### src/rtl/tbot_pkg.sv
// shared types and constants for the triangle/box overlap test
package tbot_pkg;

  localparam int unsigned ADDR_W   = 5;

  typedef enum logic [2:0] {
    REG_MIN_X = 3'd0,
    REG_MIN_Y = 3'd1,
    REG_MIN_Z = 3'd2,
    REG_MAX_X = 3'd3,
    REG_MAX_Y = 3'd4,
    REG_MAX_Z = 3'd5
  } reg_idx_t;

  typedef struct packed {
    logic push;
    logic pop;
    logic full;
    logic empty;
  } fifo_ctl_t;

endpackage

### src/rtl/tbot_fifo.sv
// short queue between front and back end
module tbot_fifo #(
  parameter int unsigned W     = 8,
  parameter int unsigned DEPTH = 4
) (
  input  logic         clk,
  input  logic         rst,
  input  logic         push,
  input  logic [W-1:0] wdata,
  input  logic         pop,
  output logic [W-1:0] rdata,
  output tbot_pkg::fifo_ctl_t ctl
);
  localparam int unsigned AW = $clog2(DEPTH);

  logic [W-1:0]  mem [DEPTH];
  logic [AW-1:0] wp, rp;
  logic [AW:0]   cnt;

  assign rdata     = mem[rp];
  assign ctl.push  = push;
  assign ctl.pop   = pop;
  assign ctl.full  = (cnt == (AW+1)'(DEPTH));
  assign ctl.empty = (cnt == '0);

  always_ff @(posedge clk) begin
    if (rst) begin
      wp  <= '0;
      rp  <= '0;
      cnt <= '0;
    end else begin
      if (push) wp <= (wp == AW'(DEPTH-1)) ? '0 : wp + 1'b1;
      if (pop)  rp <= (rp == AW'(DEPTH-1)) ? '0 : rp + 1'b1;
      cnt <= cnt + (AW+1)'(push) - (AW+1)'(pop);
    end
    if (push) mem[wp] <= wdata;
  end
endmodule

### config.mk
export PLATFORM = sky130hd
export DESIGN_NAME = tbot_fifo
export DESIGN_NICKNAME = d
export VERILOG_FILES = /design/src/rtl/tbot_pkg.sv /design/src/rtl/tbot_fifo.sv
export SDC_FILE = /design/constraint.sdc
export NUM_CORES = 1
export LEC_CHECK = 0
export BUFFER_PORTS_ARGS = -buffer_cell sky130_fd_sc_hd__buf_2
export CORE_MARGIN = 4
export CORE_UTILIZATION = 30
export CTS_BUF_LIST = sky130_fd_sc_hd__clkbuf_8 sky130_fd_sc_hd__clkbuf_16
export DETAILED_ROUTE_END_ITERATION = 8
export GPL_TIMING_DRIVEN = 0
export PLACE_DENSITY_LB_ADDON = 0.05
export SYNTH_ARGS = -nofsm -noshare
export SYNTH_HDL_FRONTEND = slang
export SYNTH_SLANG_ARGS = --single-unit
### constraint.sdc
create_clock -name clk -period 2.16 [get_ports clk]
set_input_delay 0.324 -clock clk [delete_from_list [all_inputs] [get_ports clk]]
set_output_delay 0.324 -clock clk [all_outputs]
set_load 0.03 [all_outputs]
==> results.cfg <==
[run_status]
status = finished clean

[sta]
timing.final.crit_period_ns = 1.813
final-setup-viol-count = 0
finalMaxSlewViolations = 0
hold_slack_ns = 0.2559
post-route-period-util_pct = 83.96
tightest_slew_ns = 0.4756
fmax_mhz = 551.4
hold_violations = 0
postLayoutSetupSlackWorst_ns = 0.3465
fin_setup_tns_ns = 0
finClkSkew_ns = 0.003401
max_slew_margin_pct = 68.29
rsz0062_at_grt = no

[worst_setup_path]
reg2reg_from = cnt[0]
worstPathCellList = buf_6, mux4_2, buf_2
cp.arrival_ns = 1.49
ff2ff_path_depth = 7
required_ns = 1.84
criticalPathCategory = flip-flop to output pin
start_kind = flip-flop
critical-path-top-delay-family = multiplexers
critPathBufInv = 2
cp_slowest_cell = mux4_2
endpoint = rdata[2]
ff2ff_setup_slack_ns = 0.57
reg2reg_to = cnt[2]
path_depth = 3
end_kind = output pin
cp_max_fo = 8
critPathMaxStageDelay_ns = 0.52

[routing]
drc = 0
wire_per_inst_um = 13.88
vias_per_cell = 4.213
drt-total-wl_mm = 2.609
antenna_left = 0
vias = 792
drt-initial-drc-count = 42
drt_pass1_iterations = 4

[final_layout]
final_common_cell = edfxtp_1
multi_input_area_sq_um = 431.7
num-fill-cells = 512
postLayoutCellArea_sq_mm = 0.001909
diodes = 0
layout-drive-gt1-share_pct = 33.90
syn_to_final_growth_pct = 17.38
layout_common_cells = 32 x edfxtp_1, 23 x buf_2, 9 x inv_1, 9 x dfxtp_1, 8 x mux4_2
fin_nets = 137
ff_latch_area_sq_mm = 0.001141

[floorplanning]
std_cell_rows = 26
start_util_pct = 31.45
fp.dieW_um = 81.64
ios = 24
core_sq_mm = 0.005172
die_h_um = 81.64
die_area_sq_mm = 0.006664

[placed_design]
post-dp-hpwl_mm = 1.791
pre_cts_slack_ns = 0.4610
numPortBuffers = 23
gp_congestion = 0.6613
place_area_sq_mm = 0.001829

[pwr]
powerDensity_mw_per_mm2 = 867.7
p_leak_nw = 0.7251
ir_drop_mv = 0.3535
power_mw = 1.657

[global_routing]
antenna_found_initial = 0
track_usage_pct = 8.586
globalRouteMet2Util_pct = 14.09
grt.busiest_layer = met2
first_global_vias = 799
grt_max_degree = 12
gr-usage-met3_pct = 4.057
grt_pass1_wl_mm = 3.995
grt_util_met1_pct = 9.621
grt_remaining_overflow = 0

[synthesis]
ys_seq_area_share_pct = 70.15
synth_seq_cells = 41
avgSynthCellArea_sq_um = 18.70
synth_cell_types = 19
synth_area_sq_mm = 0.001627
synth.net_count = 107
synthCells = 87
yosys_warnings = 0

[min_path]
hold_path_class = primary input to flip-flop

[clocking]
cts.reportedPaths.clkPinSlew_ns = 0.07
cts_buffers = 5
clock_latency_ns = 0.28
cts_setup_buffers = 0
clockBufferDepth = 2
cts.hold.buffers_added = 0
ctsResizeCount = 0
htreeDepth = 2
clock-sinks = 41
cts_tree = built
cts_root_buf = clkbuf_8

[job]
cap_violations = 0
-- cell families after synthesis --
family                   after synthesis  synth area share, %
adder cells (fa/ha/maj)                8                6.615
flip-flops                            41                70.15
XOR/XNOR                               1                1.461
buffers and inverters                 10                3.307
multiplexers                          10                12.31
AND/OR/NAND/NOR                       15                5.538
AO/OA/AOI/OAI                          2               0.6154
-- worst min-delay path by stage --
stage               startpoint   endpoint  cells past startpoint
finish                wdata[3]  mem[0][3]                      1
global route          wdata[6]  mem[1][6]                      1
CTS                   wdata[0]  mem[1][0]                      1
detailed placement       rp[0]      rp[0]                      2
global placement         rp[0]      rp[0]                      2
floorplan                  rst      wp[0]                      1
-- power by group --
| group | internal, mW | total, mW | switching (mW) |
|---|---|---|---|
| registers | 0.900 | 0.923 | 0.0230 |
| clock network | 0.215 | 0.448 | 0.233 |
| logic | 0.125 | 0.286 | 0.161 |
| total | 1.24 | 1.66 | 0.417 |
-- per-layer routing --
layer	vias to the layer above	share of wire, %
li1	385	-
met1	381	44
met2	21	49
met3	5	5.6
met4	0	1.7
met5	-	0
-- final cells by class --
type,instances,area share (%)
inverter,6,1.180
clock inverter,3,0.5898
multi-input combinational,36,22.61
sequential,41,59.76
buffer,4,1.638
clock buffer,5,3.604
tap,70,4.587
timing repair buffer,23,6.029
-- metrics by stage --
| stage | util (%) | instances |
|---|---|---|
| final | 36.91 | 188 |
| after global routing | 36.91 | 188 |
| after CTS | 36.91 | 188 |
| after detailed placement | 35.37 | 180 |
| after global placement | 35.37 | 180 |
| after floorplan | - | 87 |
-- Yosys cell counts (all sizes together) --
master | count | area (sq um)
inv | 6 | 22.52
or3b | 2 | 17.52
nor2 | 3 | 11.26
xor3 | 1 | 23.77
and3 | 1 | 6.260
nor2b | 2 | 12.51
mux4 | 8 | 180.2
dfxtp | 9 | 180.2
nor3 | 1 | 5.000
ha | 7 | 87.58
clkbuf | 1 | 5.000
fa | 1 | 20.02
and2 | 4 | 25.02
a21oi | 2 | 10.01
mux2i | 2 | 20.02
edfxtp | 32 | 960.9
buf | 3 | 26.27
nand2b | 2 | 12.51
-- state kept, by name, indices dropped and copies added, names as in the netlist, named ones only --
register,count
rp,2
mem,32
cnt,3
wp,2
Note: power is estimated with default switching activity, not from simulation.
