[config.mk]
export PLATFORM = sky130hd
export DESIGN_NAME = tbot_front
export DESIGN_NICKNAME = d
export VERILOG_FILES = /design/src/rtl/tbot_front.sv
export SDC_FILE = /design/constraint.sdc
export NUM_CORES = 1
export LEC_CHECK = 0
export BUFFER_PORTS_ARGS = -buffer_cell sky130_fd_sc_hd__buf_2
export CAP_MARGIN = 40
export CORE_MARGIN = 2
export CORE_UTILIZATION = 58
export DETAILED_ROUTE_END_ITERATION = 7
export PLACE_DENSITY_LB_ADDON = 0.2
export SYNTH_ARGS = -nofsm -noshare
export SYNTH_HDL_FRONTEND = slang
export SYNTH_SLANG_ARGS = --single-unit
[constraint.sdc]
create_clock -name clk -period 14.5 [get_ports clk]
set_clock_uncertainty 0.2 [all_clocks]
set_input_delay 0 -clock clk [delete_from_list [all_inputs] [get_ports clk]]
set_output_delay 0 -clock clk [all_outputs]
set_load 0.05 [all_outputs]
[src/rtl/tbot_front.sv]
// front end: box transform, box extents and face tests, registered
module tbot_front #(
  parameter int unsigned CW = 16
) (
  input  logic                 clk,
  input  logic                 rst,
  input  logic                 in_valid,
  input  logic                 in_stall,
  input  logic signed [CW-1:0] lo [3],
  input  logic signed [CW-1:0] hi [3],
  input  logic signed [CW-1:0] v  [3][3],
  output logic                 q_valid,
  output logic signed [CW+2:0] e_q  [3],
  output logic signed [CW+2:0] vq   [3][3],
  output logic                 face_sep_q
);
  localparam int unsigned VW = CW + 3;

  logic signed [VW-1:0] e   [3];
  logic signed [VW-1:0] vv  [3][3];
  logic                 fs;

  always_comb begin
    fs = 1'b0;
    for (int k = 0; k < 3; k++) begin
      e[k] = VW'(hi[k]) - VW'(lo[k]);
      for (int i = 0; i < 3; i++) begin
        vv[i][k] = (VW'(v[i][k]) <<< 1) - (VW'(lo[k]) + VW'(hi[k]));
      end
      if ((vv[0][k] < -e[k] && vv[1][k] < -e[k] && vv[2][k] < -e[k]) ||
          (vv[0][k] > e[k] && vv[1][k] > e[k] && vv[2][k] > e[k])) begin
        fs = 1'b1;
      end
    end
  end

  always_ff @(posedge clk) begin
    if (rst) begin
      q_valid <= 1'b0;
    end else begin
      q_valid <= in_valid && !in_stall;
    end
    if (in_valid && !in_stall) begin
      e_q        <= e;
      vq         <= vv;
      face_sep_q <= fs;
    end
  end
endmodule

==> results.py <==
metrics = {
    "status": {
        "status": "finished, final reports clean",
    },
    "sta": {
        "worst_pin_slew_ns": 0.986,
        "min_period_over_period_pct": 51.5,
        "setup_viol": 0,
        "relSlewSlack_pct": 32.6,
        "drv_slew": 0,
        "rsz0062_at_grt": "no",
        "timing.hold.ws_ns": 0.0293,
        "final_hold_viol_count": 0,
        "finalCriticalPeriod_ns": 7.47,
        "timing.fmax_ghz": 0.134,
        "final.setup.tns_ns": 0,
    },
    "place": {
        "gp_congestion": 1.01,
        "numPortBuffers": 473,
        "dp.cells": 3742,
        "hpwl_um": 68300,
    },
    "global_routing": {
        "grt_pass1_vias": 24594,
        "antenna_found_initial": 6,
        "grt_start_max_net_pins": 49,
        "gr-total-overflow": 0,
        "track_usage_pct": 38.0,
        "grt_first_pass_wirelength_um": 133000,
    },
    "min_path": {
        "hold_class": "input port to flip-flop",
    },
    "route": {
        "num_vias": 24608,
        "drt-pass1-iter-count": 5,
        "drt_iter0_drc": 2101,
        "ant_nets": 0,
        "drc": 0,
        "wl_per_cell_um": 22.0,
        "vias_per_cell": 6.16,
        "routed_wirelength_um": 87800,
    },
    "floorplanning": {
        "initial_core_util_pct": 58.6,
        "die_width_um": 212,
        "coreArea_mm2": 0.0430,
        "num_rows": 76,
        "io_pins": 474,
        "die_h_um": 212,
        "fp.dieArea_mm2": 0.0451,
    },
    "worst_setup_path": {
        "slowest_delay_ns": 0.68,
        "worst_path_max_delay_cell": "o41ai_1",
        "worst_setup_path_end_kind": "flip-flop",
        "worstPathMaxFanout": 6,
        "cpMostUsedCell": "nor2_1",
        "crit_type": "input port to flip-flop",
        "arrival_ns": 7.69,
        "cp.required_ns": 14.72,
        "cp-start-kind": "input port",
    },
    "cts": {
        "cts-resized-gates": 0,
        "cts.sinks": 206,
        "cts_buffers": 27,
        "clockBufferDepth": 3,
        "cts_hold_buf": 202,
        "htreeDepth": 1,
        "cts_root_buf": "clkbuf_16",
        "clk_pin_slew_ns": 0.06,
        "postCtsSetupBuffers": 0,
        "cts_tree": "yes",
    },
    "synthesis": {
        "post-synth-top-area-cell": "ha_1",
        "synth_cell_types": 90,
        "syn_nets": 3521,
        "ys.flop_type": "edfxtp_1",
        "synth.top_cells.by_area": "ha_1 (27%), edfxtp_1 (24%), xnor2_1 (7.1%), a21oi_1 (4.3%), inv_1 (3.0%)",
        "seq_area_frac_synth_pct": 24.5,
        "synth_edf_count": 205,
        "syn_inst": 2727,
        "syn_avg_cell_area_um2": 9.23,
        "synth_seq_cells": 206,
        "yosys_warnings": 0,
        "netlist_area_mm2": 0.0252,
        "yosysTopAreaCellShare_pct": 26.6,
        "synthArstFlopShare_pct": 0,
    },
    "cells_and_area": {
        "stdcell_count": 3997,
        "layout_commonest_cell": "ha_1",
        "fin_nets": 4182,
        "drive_above_1_share_pct": 16.7,
        "fillers": 3285,
        "area_growth_syn_to_layout_pct": 23.3,
        "final_cell_mix": "ha_1 (535), buf_2 (474), a21oi_1 (215)",
        "post-route-util_pct": 72.2,
    },
    "power_and_ir_drop": {
        "vdd_drop_max_mv": 0.0947,
        "p_leak_nw": 14.3,
        "powerDensity_mw_per_mm2": 162,
    },
    "run": {
        "drv_cap": 0,
    },
}
-- flip-flops by register name (all words and copies together), names as in the netlist --
signal,cells
e_q,49
vq,155
q_valid,1
face_sep_q,1
-- metal layers --
metal  GRT usage (%)  share of wire, %
met5               0             0.036
met4            23.2               6.7
met3            7.08               7.3
met2            64.9                47
met1            44.3                39
-- Yosys cell counts, types with 12 or more instances --
cell,n
o21bai_1,43
nand2_1,100
nor2_1,199
nor4_1,22
o21ai_0,119
and3_1,16
nand2b_1,34
fa_1,15
maj3_1,14
nor2b_1,56
xnor2_1,204
edfxtp_1,205
a21oi_1,215
o211ai_1,21
nand4_1,37
o2111ai_1,13
clkbuf_1,24
a211o_1,14
and2_1,15
buf_4,28
nand3_1,63
o41ai_1,12
or3_1,19
a31oi_1,20
inv_1,201
ha_1,535
nor3_1,65
xor2_1,38
a2111oi_0,18
o21a_1,45
a211oi_1,29
a21o_1,91
-- worst max-delay path, delay by kind of cell --
kind	cells	cell delay, ns
adder cells (fa/ha/maj)	6	2.00
AO/OA/AOI/OAI	14	2.95
buffers and inverters	3	0.70
XOR/XNOR	1	0.44
AND/OR/NAND/NOR	10	1.57
-- layout make-up --
cell class	count	area (µm²)	area share, %
Antenna cell	3	7.51	0.0242
Clock buffer	29	683	2.20
Clock inverter	21	236	0.762
Inverter	208	781	2.52
Multi-Input combinational cell	2253	17900	57.6
Sequential cell	206	6180	19.9
Tap cell	585	732	2.36
Timing Repair Buffer	692	4540	14.6
-- final timing paths --
kind | depth (start not counted) | from | slack [ns] | endpoint
max | 34 | lo[16] | 7.03 | face_sep_q$_SDFFCE_PP1P_
min | 4 | hi[0] | 0.03 | vq[114]$_DFFE_PP_
-- cells by family (layout without fill, tap and decap cells) --
kind of cell | after synthesis | count (layout) | share of synthesized area (%)
other | 0 | 3 | 0
AND/OR/NAND/NOR | 669 | 669 | 13.4
XOR/XNOR | 242 | 242 | 8.42
AO/OA/AOI/OAI | 762 | 762 | 20.2
buffers and inverters | 268 | 950 | 4.44
flip-flops | 206 | 206 | 24.5
multiplexers | 11 | 11 | 0.497
adder cells (fa/ha/maj) | 569 | 569 | 28.6
-- power by group --
part           internal [mW]  leakage (nW)  total, mW  switching [mW]
combinational           1.29          11.9       3.44            2.15
clock                  0.428         0.441      0.720           0.292
sequential             0.833          1.93      0.873          0.0394
-- per-stage QoR --
step | cell area, µm² | setup slack (ns) | total power [mW]
after global placement | 28000 | 7.36 | 3.98
final | 31000 | 7.03 | 5.04
after global routing | 31000 | 6.76 | 5.38
after CTS | 31000 | 7.31 | 4.95
after detailed placement | 28100 | 7.25 | 4.08
after floorplan | 25200 | 4.40 | 3.20
(Power assumes the default switching activity.)
